## config.mk

```make
export PLATFORM = sky130hd
export DESIGN_NAME = gf2_poly_gcd_core_flat
export DESIGN_NICKNAME = d
export VERILOG_FILES = /design/src/gpg_pkg.sv /design/src/gpg_if.sv /design/src/gpg_cell.sv /design/src/gf2_poly_gcd_core.sv /design/src/flat_wrapper.sv
export SDC_FILE = /design/constraint.sdc
export NUM_CORES = 1
export LEC_CHECK = 0
export BUFFER_PORTS_ARGS = -buffer_cell sky130_fd_sc_hd__buf_4
export CAP_MARGIN = 40
export CORE_MARGIN = 2
export CORE_UTILIZATION = 53
export DETAILED_ROUTE_END_ITERATION = 8
export GPL_TIMING_DRIVEN = 0
export PLACE_DENSITY = 0.72
export SETUP_SLACK_MARGIN = 0.5
export SYNTH_ARGS = -nofsm -noshare
export SYNTH_HDL_FRONTEND = slang
export SYNTH_SLANG_ARGS = --single-unit
```

## constraint.sdc

```tcl
create_clock -name clk -period 7.8 [get_ports clk]
set_clock_uncertainty 0.1 [all_clocks]
set_input_delay 0 -clock clk [delete_from_list [all_inputs] [get_ports clk]]
set_output_delay 0 -clock clk [all_outputs]
set_load 0.005 [all_outputs]
```

## src/gpg_pkg.sv

```systemverilog
`timescale 1ns / 1ps
`default_nettype none
package gpg_pkg;
    localparam int FIELD_W = 64;
    localparam int WIDTH   = 64;
    localparam int CNT_W   = $clog2(WIDTH + 1);

    typedef logic [2:0] cell_op_t;

    localparam cell_op_t OP_HOLD     = 3'd0;
    localparam cell_op_t OP_LOAD     = 3'd1;
    localparam cell_op_t OP_SH_BOTH  = 3'd2;
    localparam cell_op_t OP_SH_A     = 3'd3;
    localparam cell_op_t OP_SH_B     = 3'd4;
    localparam cell_op_t OP_RED      = 3'd5;
    localparam cell_op_t OP_RED_SWAP = 3'd6;
    localparam cell_op_t OP_SWAP     = 3'd7;

    // shift left of a shares the hold code slot through a separate flag
    typedef struct packed {
        cell_op_t op;
        logic     shl_a;
    } cell_ctrl_t;
endpackage
`default_nettype wire

```

## src/gpg_if.sv

```systemverilog
`timescale 1ns / 1ps
`default_nettype none
interface gpg_req_if import gpg_pkg::*; ();
    logic               valid;
    logic               ready;
    logic [FIELD_W-1:0] poly_a;
    logic [FIELD_W-1:0] poly_b;
    modport source (output valid, output poly_a, output poly_b, input ready);
    modport sink (input valid, input poly_a, input poly_b, output ready);
endinterface

interface gpg_rsp_if import gpg_pkg::*; ();
    logic               valid;
    logic               ready;
    logic [FIELD_W-1:0] gcd_poly;
    modport source (output valid, output gcd_poly, input ready);
    modport sink (input valid, input gcd_poly, output ready);
endinterface
`default_nettype wire

```

## src/gpg_cell.sv

```systemverilog
`timescale 1ns / 1ps
`default_nettype none
module gpg_cell
    import gpg_pkg::*;
(
    input  wire logic       clk,
    input  wire cell_ctrl_t ctrl,
    input  wire logic       load_a,
    input  wire logic       load_b,
    input  wire logic       a_up,
    input  wire logic       b_up,
    input  wire logic       a_dn,
    output logic            a_bit,
    output logic            b_bit
);
    logic a_reg, a_next;
    logic b_reg, b_next;

    always_comb
    begin
        a_next = a_reg;
        b_next = b_reg;
        if (ctrl.shl_a)
        begin
            a_next = a_dn;
        end
        else
        begin
            case (ctrl.op)
                OP_LOAD:
                begin
                    a_next = load_a;
                    b_next = load_b;
                end
                OP_SH_BOTH:
                begin
                    a_next = a_up;
                    b_next = b_up;
                end
                OP_SH_A:     a_next = a_up;
                OP_SH_B:     b_next = b_up;
                OP_RED:      b_next = a_up ^ b_up;
                OP_RED_SWAP:
                begin
                    a_next = b_reg;
                    b_next = a_up ^ b_up;
                end
                OP_SWAP:
                begin
                    a_next = b_reg;
                    b_next = a_reg;
                end
                default: ;
            endcase
        end
    end

    always_ff @(posedge clk)
    begin
        a_reg <= a_next;
        b_reg <= b_next;
    end

    assign a_bit = a_reg;
    assign b_bit = b_reg;
endmodule
`default_nettype wire

```

## src/gf2_poly_gcd_core.sv

```systemverilog
`timescale 1ns / 1ps
`default_nettype none
// channel  dir  payload           transaction
// req      in   poly_a, poly_b    valid & ready
// rsp      out  gcd_poly          valid & ready
//
// binary euclid on a row of WIDTH bit cells, one shift or shift-xor step per cycle
// with either input zero the controller goes straight from the check state to the finish state;
// else the step loop of the controller walks down the two degree bounds
// one item at a time; the result register lets the next item in while it waits
// a result still waiting holds the controller in its last state
// reset clears control only; the cell contents need none
module gf2_poly_gcd_core
    import gpg_pkg::*;
(
    input  wire logic clk,
    input  wire logic rst_n,
    gpg_req_if.sink   req,
    gpg_rsp_if.source rsp
);
    localparam logic [2:0] S_IDLE  = 3'd0;
    localparam logic [2:0] S_CHECK = 3'd1;
    localparam logic [2:0] S_STRIP = 3'd2;
    localparam logic [2:0] S_ODD   = 3'd3;
    localparam logic [2:0] S_LOOP  = 3'd4;
    localparam logic [2:0] S_UNSH  = 3'd5;
    localparam logic [2:0] S_FIN   = 3'd6;

    logic [2:0]       state_reg, state_next;
    logic [CNT_W-1:0] da_reg, da_next, db_reg, db_next, k_reg, k_next;
    logic             ov_reg, ov_next;
    logic [FIELD_W-1:0] res_reg, res_next;
    cell_ctrl_t       ctrl;
    logic [WIDTH-1:0] a_vec, b_vec;

    logic a_zero, b_zero;
    assign a_zero = ~|a_vec;
    assign b_zero = ~|b_vec;

    genvar i;
    generate
        for (i = 0; i < WIDTH; i++)
        begin : g_cell
            logic a_up, b_up, a_dn;
            if (i == WIDTH - 1)
            begin : g_top
                assign a_up = 1'b0;
                assign b_up = 1'b0;
            end
            else
            begin : g_mid
                assign a_up = a_vec[i+1];
                assign b_up = b_vec[i+1];
            end
            if (i == 0)
            begin : g_bot
                assign a_dn = 1'b0;
            end
            else
            begin : g_lo
                assign a_dn = a_vec[i-1];
            end
            gpg_cell u_cell (
                .clk    (clk),
                .ctrl   (ctrl),
                .load_a (req.poly_a[i]),
                .load_b (req.poly_b[i]),
                .a_up   (a_up),
                .b_up   (b_up),
                .a_dn   (a_dn),
                .a_bit  (a_vec[i]),
                .b_bit  (b_vec[i])
            );
        end
    endgenerate

    assign req.ready    = (state_reg == S_IDLE);
    assign rsp.valid    = ov_reg;
    assign rsp.gcd_poly = res_reg;

    always_comb
    begin
        state_next = state_reg;
        da_next    = da_reg;
        db_next    = db_reg;
        k_next     = k_reg;
        ov_next    = ov_reg;
        res_next   = res_reg;
        ctrl.op    = OP_HOLD;
        ctrl.shl_a = 1'b0;
        if (ov_reg && rsp.ready)
        begin
            ov_next = 1'b0;
        end
        unique case (state_reg)
            S_IDLE:
            begin
                if (req.valid)
                begin
                    ctrl.op    = OP_LOAD;
                    da_next    = CNT_W'(WIDTH - 1);
                    db_next    = CNT_W'(WIDTH - 1);
                    k_next     = '0;
                    state_next = S_CHECK;
                end
            end
            S_CHECK:
            begin
                if (a_zero)
                begin
                    ctrl.op    = OP_SWAP;
                    state_next = S_FIN;
                end
                else if (b_zero)
                begin
                    state_next = S_FIN;
                end
                else
                begin
                    state_next = S_STRIP;
                end
            end
            S_STRIP:
            begin
                if (!a_vec[0] && !b_vec[0])
                begin
                    ctrl.op = OP_SH_BOTH;
                    k_next  = k_reg + 1'b1;
                    da_next = da_reg - 1'b1;
                    db_next = db_reg - 1'b1;
                end
                else
                begin
                    state_next = S_ODD;
                end
            end
            S_ODD:
            begin
                if (!a_vec[0])
                begin
                    ctrl.op = OP_SH_A;
                    da_next = da_reg - 1'b1;
                end
                else
                begin
                    state_next = S_LOOP;
                end
            end
            S_LOOP:
            begin
                if (b_zero)
                begin
                    state_next = S_UNSH;
                end
                else if (!b_vec[0])
                begin
                    ctrl.op = OP_SH_B;
                    db_next = db_reg - 1'b1;
                end
                else if (db_reg < da_reg)
                begin
                    // bounds swap with the polynomials
                    ctrl.op = OP_RED_SWAP;
                    da_next = db_reg;
                    db_next = da_reg - 1'b1;
                end
                else
                begin
                    ctrl.op = OP_RED;
                    db_next = db_reg - 1'b1;
                end
            end
            S_UNSH:
            begin
                if (k_reg == '0)
                begin
                    state_next = S_FIN;
                end
                else
                begin
                    ctrl.shl_a = 1'b1;
                    k_next     = k_reg - 1'b1;
                end
            end
            S_FIN:
            begin
                if (!ov_reg || rsp.ready)
                begin
                    ov_next    = 1'b1;
                    res_next   = FIELD_W'(a_vec);
                    state_next = S_IDLE;
                end
            end
            default: state_next = S_IDLE;
        endcase
    end

    always_ff @(posedge clk or negedge rst_n)
    begin
        if (!rst_n)
        begin
            state_reg <= S_IDLE;
            ov_reg    <= 1'b0;
        end
        else
        begin
            state_reg <= state_next;
            ov_reg    <= ov_next;
        end
    end

    always_ff @(posedge clk)
    begin
        da_reg  <= da_next;
        db_reg  <= db_next;
        k_reg   <= k_next;
        res_reg <= res_next;
    end
endmodule
`default_nettype wire

```

## src/flat_wrapper.sv

```systemverilog
// flat-port wrapper written by rule: the top's interface ports become plain ports
module gf2_poly_gcd_core_flat import gpg_pkg::*;
  (clk, rst_n, req_valid, req_poly_a, req_poly_b, req_ready, rsp_valid, rsp_gcd_poly, rsp_ready);
  gpg_req_if req_i ();
  gpg_rsp_if rsp_i ();
  input  wire logic clk;
  input  wire logic rst_n;
  input wire logic [$bits(req_i.valid)-1:0] req_valid;
  input wire logic [$bits(req_i.poly_a)-1:0] req_poly_a;
  input wire logic [$bits(req_i.poly_b)-1:0] req_poly_b;
  output wire logic [$bits(req_i.ready)-1:0] req_ready;
  output wire logic [$bits(rsp_i.valid)-1:0] rsp_valid;
  output wire logic [$bits(rsp_i.gcd_poly)-1:0] rsp_gcd_poly;
  input wire logic [$bits(rsp_i.ready)-1:0] rsp_ready;
  assign req_i.valid = req_valid;
  assign req_i.poly_a = req_poly_a;
  assign req_i.poly_b = req_poly_b;
  assign req_ready = req_i.ready;
  assign rsp_valid = rsp_i.valid;
  assign rsp_gcd_poly = rsp_i.gcd_poly;
  assign rsp_i.ready = rsp_ready;
  gf2_poly_gcd_core u_core (.clk(clk), .rst_n(rst_n), .req(req_i), .rsp(rsp_i));
endmodule
```

==> results of run 1 <==
-- worst max-delay path, stage by stage (launching register included) --
cell and delay (ns):
edfxtp_1 0.46, nor4_1 0.68, nand4_1 0.38, nor4_4 0.47, o221ai_4 0.34, and2_4 0.25
buf_6 0.15, buf_6 0.15, nand3b_1 0.47, buf_8 0.33, buf_16 0.17
-- per-layer routing --
layer,vias to the layer above,routed length [um]
met4,0,1470
met3,133,4920
met2,863,18700
met5,-,0
met1,5527,15000
li1,5105,-
-- area by class of cell --
cell class | instances | share of cell area (%)
Tap cell | 275 | 2.20
Multi-Input combinational cell | 766 | 29.5
Sequential cell | 217 | 41.5
Buffer | 95 | 2.56
Clock inverter | 10 | 0.689
Timing Repair Buffer | 343 | 19.0
Clock buffer | 32 | 4.09
Inverter | 17 | 0.409
-- timing repair --
| action | CTS | global route |
|---|---|---|
| endpoints found under the hold margin | 136 | 0 |
| hold buffers | 132 | 0 |
| resized for setup | 0 | 0 |
-- cell families after synthesis --
kind of cell    Yosys count  synth area share [%]
buf+inv                 112                  4.03
flops                   217                  56.3
compound gates          369                  21.3
xor+xnor                 13                 0.988
mux                       1                0.0869
fa+ha+maj                14                  1.59
simple gates            369                  15.8
-- placed cells by master (no fill, tap or decap), types with 3 or more instances in the layout --
cell type,netlist,final
buf_6,5,7
dfrtp_1,4,4
clkinv_2,0,4
nor4_1,33,33
and3_1,3,3
nor3_1,13,12
a31oi_1,67,67
ha_1,13,13
nand3_1,196,195
nand2_1,13,13
buf_1,8,8
nand4_1,8,8
edfxtp_1,212,212
clkbuf_1,77,83
buf_8,0,3
xnor2_1,11,11
clkbuf_16,0,23
inv_1,16,16
o21ai_0,71,71
nor2_1,89,89
o2111a_1,63,63
dlygate4sd3_1,0,132
a21oi_1,135,135
clkbuf_8,0,3
nor2b_1,4,4
buf_2,5,6
o221ai_1,6,6
a22oi_1,4,4
buf_4,0,203
-- metrics by stage --
step | TNS (ns) | instances
after floorplan | 0 | 1095
after global placement | -62.25 | 1567
after detailed placement | 0 | 1581
after CTS | 0 | 1755
after global routing | 0 | 1755
final | 0 | 1755
-- worst max-delay path by stage --
stage,depth (start not counted),from,to,slack [ns]
floorplan,4,u_core.state_reg[2],u_core.rsp.gcd_poly[0],1.75
global route,10,u_core.g_cell[43].u_cell.b_bit,u_core.g_cell[15].u_cell.b_bit,3.50
CTS,10,u_core.g_cell[42].u_cell.b_bit,u_core.g_cell[15].u_cell.b_bit,3.62
finish,10,u_core.g_cell[43].u_cell.b_bit,u_core.g_cell[14].u_cell.b_bit,3.57
global placement,4,u_core.state_reg[2],u_core.rsp.gcd_poly[40],-0.98
detailed placement,10,u_core.g_cell[42].u_cell.b_bit,u_core.g_cell[18].u_cell.b_bit,3.63
-- power by group --
part / leakage (nW) / internal (W) / switching [W]
sequential: 2.04 / 0.00221 / 0.000687
clock: 0.362 / 0.000640 / 0.000466
combinational: 3.19 / 0.00111 / 0.00166
==> results.ini, run 1 <==
[run_status]
outcome = finished, final reports clean

[layout]
layout-drive-gt1-share_pct = 17.8
fin_area_mm2 = 0.0156
diodes = 0
area_delta_synth_final_pct = 35.5
final_core_util_pct = 73.8
ff_latch_area_mm2 = 0.00649
fin_nets = 1609
nFillCells = 1505
multi_input_area_mm2 = 0.00460

[die]
die-height_um = 151
die_w_um = 151
ioPinCount = 198
rows = 53
fp.dieArea_mm2 = 0.0229
start_util_pct = 54.5
core_area_mm2 = 0.0212

[routing]
via_per_inst = 6.63
drt-total-wl_mm = 40.1
vias = 11600
drtIter0Drc = 1375
ant_nets = 0
drtPass1Iterations = 6
drc_errors = 0
routedWlPerCell_um = 22.9

[critical_path]
critPathKind = flop to flop
worstSetupEndpointType = flop
rr_worst_depth = 10
r2r_start = u_core.g_cell[43].u_cell.b_bit
required_ns = 7.97
critPathMaxFanout = 16
timing.rr.end = u_core.g_cell[14].u_cell.b_bit
cp.arrival_ns = 4.40
r2r_setup_slack_ns = 3.57
cp-start-kind = flop

[grt]
use_met1_pct = 47.5
met2_usage_pct = 55.9
met3_usage_pct = 5.87
grt_pass1_vias = 11000
grt_pass1_wl_mm = 60.7
grt_start_max_net_pins = 47
antenna_found_initial = 0
grt_use_total_pct = 34.5
grt-ovfl-total = 0
grt_busiest_layer = met2

[hold_path]
hold_class = input port to flop
hp-start = req_poly_b[63]
holdPathStages = 4
min_to = u_core.g_cell[63].u_cell.b_bit

[clocking]
clk_latency_ns = 0.52
clock-sinks = 217
ctsHtreeMaxLevel = 1
clk_pin_slew_ns = 0.06
cts_tree = built
postCtsSetupBuffers = 0
numCtsBuffers = 23
cts_root_buf = clkbuf_16
clk_path_buf_depth = 3

[synthesis]
synth_top_cell_area_share_pct = 55.2
synth_area_mm2 = 0.0115
yosys-top-cells-count = 212 x edfxtp_1, 196 x nand3_1, 135 x a21oi_1, 89 x nor2_1, 77 x clkbuf_1
synthCells = 1095
synth_edf_count = 212
yosysMostFrequentCell = edfxtp_1
synth_warnings = 0
synth-async-reset-ratio_pct = 1.84
ys_seq_area_share_pct = 56.3
synth.area.top_cells = edfxtp_1 55%, nand3_1 8.5%, o2111a_1 6.2%
synthFlopType = edfxtp_1
syn-mean-instance-area_um2 = 10.5
yosys.area.top_type = edfxtp_1
syn_nets = 1241
synth_seq_cells = 217
synth.distinct_cells = 54

[power_and_ir_drop]
power_leakage_nw = 5.59
vdd_drop_max_mv = 0.249
power_w = 0.00677
powerDensity_mw_per_mm2 = 434

[timing]
fin_crit_ns = 4.23
hold_slack_ns = 0.273
final_max_slew_viol_count = 0
finalSetupViolations = 0
worstMarginPinSlew_ns = 0.765
period_share_pct = 54.3
relSlewSlack_pct = 49.0
rsz0062_at_grt = no
fmax_mhz = 236
hold_violations = 0
worst_slack_ns = 3.57

[place]
dp_hpwl_mm = 27.1
routabilityCongestion = 0.922
placed_cell_area_mm2 = 0.0135
numPortBuffers = 197
place_ws_ns = 3.63

[job]
drv_cap = 0

(Power assumes the default switching activity.)
==> run 2, diff against run 1 <==
==> constraint.sdc (replaced) <==
create_clock -name clk -period 4.45 [get_ports clk]
set_clock_uncertainty 0.1 [all_clocks]
set_input_delay 0 -clock clk [delete_from_list [all_inputs] [get_ports clk]]
set_output_delay 0 -clock clk [all_outputs]
set_load 0.005 [all_outputs]
==> results.ini, run 2 (synthesis results as in run 1) <==
[critical_path]
critPathMaxFanout = 13  ; -3
cp.arrival_ns = 3.88  ; -0.52 ns
r2r_start = u_core.g_cell[50].u_cell.a_bit
critPathKind = flop to flop
slowest_stage = nor4_2
cp-startpoint = u_core.g_cell[50].u_cell.a_bit
timing.rr.end = u_core.g_cell[53].u_cell.b_bit
cp-start-kind = flop
worstSetupEndpointType = flop
path_cells = nor4_2 > nand4_1 > nor2_1 > nand4_1 > clkbuf_1 > clkbuf_1 > nand3b_1 > buf_6 > buf_8 > buf_8
critical_path.max_stage_delay_ns = 0.55  ; -0.13 ns
required_ns = 4.56  ; -3.41 ns
rr_worst_depth = 10  ; unchanged
r2r_setup_slack_ns = 0.69  ; -2.88 ns

[layout]
area_delta_synth_final_pct = 36.6
nFillCells = 1472  ; -2.2%
layout-drive-gt1-share_pct = 18.1  ; +0.36 points
fin_area_mm2 = 0.0157  ; +0.83%
layout_common_cells = 212 x edfxtp_1, 199 x buf_4, 195 x nand3_1
diodes = 0  ; unchanged
mostFrequentLayoutCell = edfxtp_1
ff_latch_area_mm2 = 0.00649  ; unchanged
fin_nets = 1608  ; -0.062%
multi_input_area_mm2 = 0.00467  ; +1.5%

[routing]
wl_met2_mm = 18.7  ; -0.30%
routedWlPerCell_um = 23.1  ; +0.82%
via_per_inst = 6.59  ; -0.50%
wl_met3_mm = 4.68  ; -4.9%
drc_errors = 0  ; unchanged
drt-total-wl_mm = 40.4  ; +0.71%
drtIter0Drc = 1407  ; +2.3%
vias = 11600  ; -0.61%
ant_nets = 0  ; unchanged
drtPass1Iterations = 5  ; -1
wl_met1_mm = 15.8  ; +5.2%
top_layer_used = met4

[power_and_ir_drop]
pwr-share-comb_pct = 40.3  ; -0.6 points
pwr-share-clk_pct = 17.5  ; +1.2 points
p_switching_w = 0.00498  ; +77%
p_sw_share_pct = 41.2  ; -0.38 points
power_leakage_nw = 5.62  ; +0.43%
powerDensity_mw_per_mm2 = 769  ; +77%
sequentialPowerShare_pct = 42.2  ; -0.6 points
internal-power_w = 0.00712  ; +80%
vdd_drop_max_mv = 0.420  ; +69%

[clocking]
numCtsBuffers = 23  ; unchanged
clk_pin_slew_ns = 0.06  ; about the same
clk_path_buf_depth = 3  ; unchanged
ctsHtreeMaxLevel = 1  ; unchanged
clk_latency_ns = 0.52  ; about the same
cts_tree = built
cts_root_buf = clkbuf_16
clock-sinks = 217  ; unchanged

[timing]
worst_slack_ns = 0.688  ; -2.88 ns
worstMarginPinSlew_ns = 0.895  ; +0.130 ns
period_share_pct = 84.5  ; +30 points
hold_slack_ns = 0.285  ; +0.0118 ns
fmax_mhz = 266  ; +12%
rsz0062_at_grt = no
fin_crit_ns = 3.76  ; -0.470 ns
final_max_slew_viol_count = 0  ; unchanged
relSlewSlack_pct = 40.1  ; -8.8 points
hold_violations = 0  ; unchanged
finalSetupViolations = 0  ; unchanged

[die]
ioPinCount = 198  ; unchanged
die_w_um = 151  ; unchanged
fp.dieArea_mm2 = 0.0229  ; unchanged
die-height_um = 151  ; unchanged
start_util_pct = 54.5  ; unchanged
rows = 53  ; unchanged
core_area_mm2 = 0.0212  ; unchanged

[grt]
grt-ovfl-total = 0  ; unchanged
grt_start_max_net_pins = 35  ; -26%
grt_pass1_wl_mm = 61.3  ; +1.0%
grt_use_total_pct = 34.8  ; +0.31 points
grt_pass1_vias = 11100  ; +0.70%
antenna_found_initial = 0  ; unchanged

[job]
drv_cap = 0  ; unchanged

[run_status]
outcome = finished, final reports clean

[place]
numPortBuffers = 197  ; unchanged
place_ws_ns = 0.196  ; -3.43 ns
dp_hpwl_mm = 26.8  ; -1.1%
routabilityCongestion = 0.883  ; -4.2%
placed_cell_area_mm2 = 0.0135  ; about the same

[hold_path]
hp-start = req_poly_b[30]
min_to = u_core.g_cell[30].u_cell.b_bit
holdPathStages = 3  ; -1
hold_class = input port to flop

[run 2: cell types whose count changed in the layout (fill, tap and decap cells not counted), sizes merged]
cell | previous run | this run
clkbuf | 109 | 103
clkinv | 5 | 7
bufinv | 2 | 6
inv | 18 | 17
buf | 229 | 228
[run 2: per-stage QoR]
stage,std cells,util (%),TNS [ns],power [W]
final,1753,74.4,0,0.0121
after global routing,1753,74.4,0,0.0127
after CTS,1752,74.3,0,0.0119
after detailed placement,1579,64.0,0,0.00964
after global placement,1567,63.2,-135.93,0.00934
after floorplan,1095,-,0,0.00769
[run 2: metal layers]
metal  vias to the layer above  global-route usage, %
met1                      5509                   49.3
met5                         -                      0
li1                       5103                      -
met3                       110                   5.63
met4                         0                   11.4
met2                       835                   55.1
[run 2: power by group through the flow]
| stage | Combinational (W) | Clock (W) | Sequential, W |
|---|---|---|---|
| after floorplan | 0.00307 | 0 | 0.00462 |
| after global placement | 0.00426 | 0 | 0.00508 |
| after detailed placement | 0.00462 | 0 | 0.00502 |
| after CTS | 0.00475 | 0.00212 | 0.00501 |
| after global routing | 0.00527 | 0.00220 | 0.00519 |
| final | 0.00488 | 0.00212 | 0.00510 |
[run 2: worst max-delay path by stage]
stage / slack (ns) / cells past startpoint / to
floorplan: 0.20 / 8 / u_core.g_cell[0].u_cell.b_bit
global placement: -2.06 / 8 / u_core.g_cell[33].u_cell.b_bit
detailed placement: 0.20 / 11 / u_core.g_cell[49].u_cell.b_bit
CTS: 0.55 / 11 / u_core.g_cell[53].u_cell.b_bit
global route: 0.62 / 6 / u_core.g_cell[26].u_cell.a_bit
finish: 0.69 / 10 / u_core.g_cell[53].u_cell.b_bit
[run 2: timing repair]
item / in CTS / in global routing
hold buffers: 132 / 0
pin swaps: 0 / 3
buffers inserted: 0 / 1
endpoints found under the hold margin: 136 / 0
gates resized for setup: 6 / 3
setup endpoints to repair: 51 / 13
[run 2: area by class of cell]
| type | count | share of cell area, % |
|---|---|---|
| multi-input combinational | 766 | 29.7 |
| buffer | 95 | 2.57 |
| tap | 275 | 2.19 |
| sequential | 217 | 41.2 |
| clock inverter | 15 | 1.42 |
| inverter | 17 | 0.405 |
| clock buffer | 26 | 3.73 |
| timing repair buffer | 342 | 18.8 |
[run 2: critical path, delay by kind of cell, from the launching register on]
family	cells	cell delay, ns
AND/OR/NAND/NOR	5	1.58
buffers and inverters	5	1.26
flip-flops	1	0.50
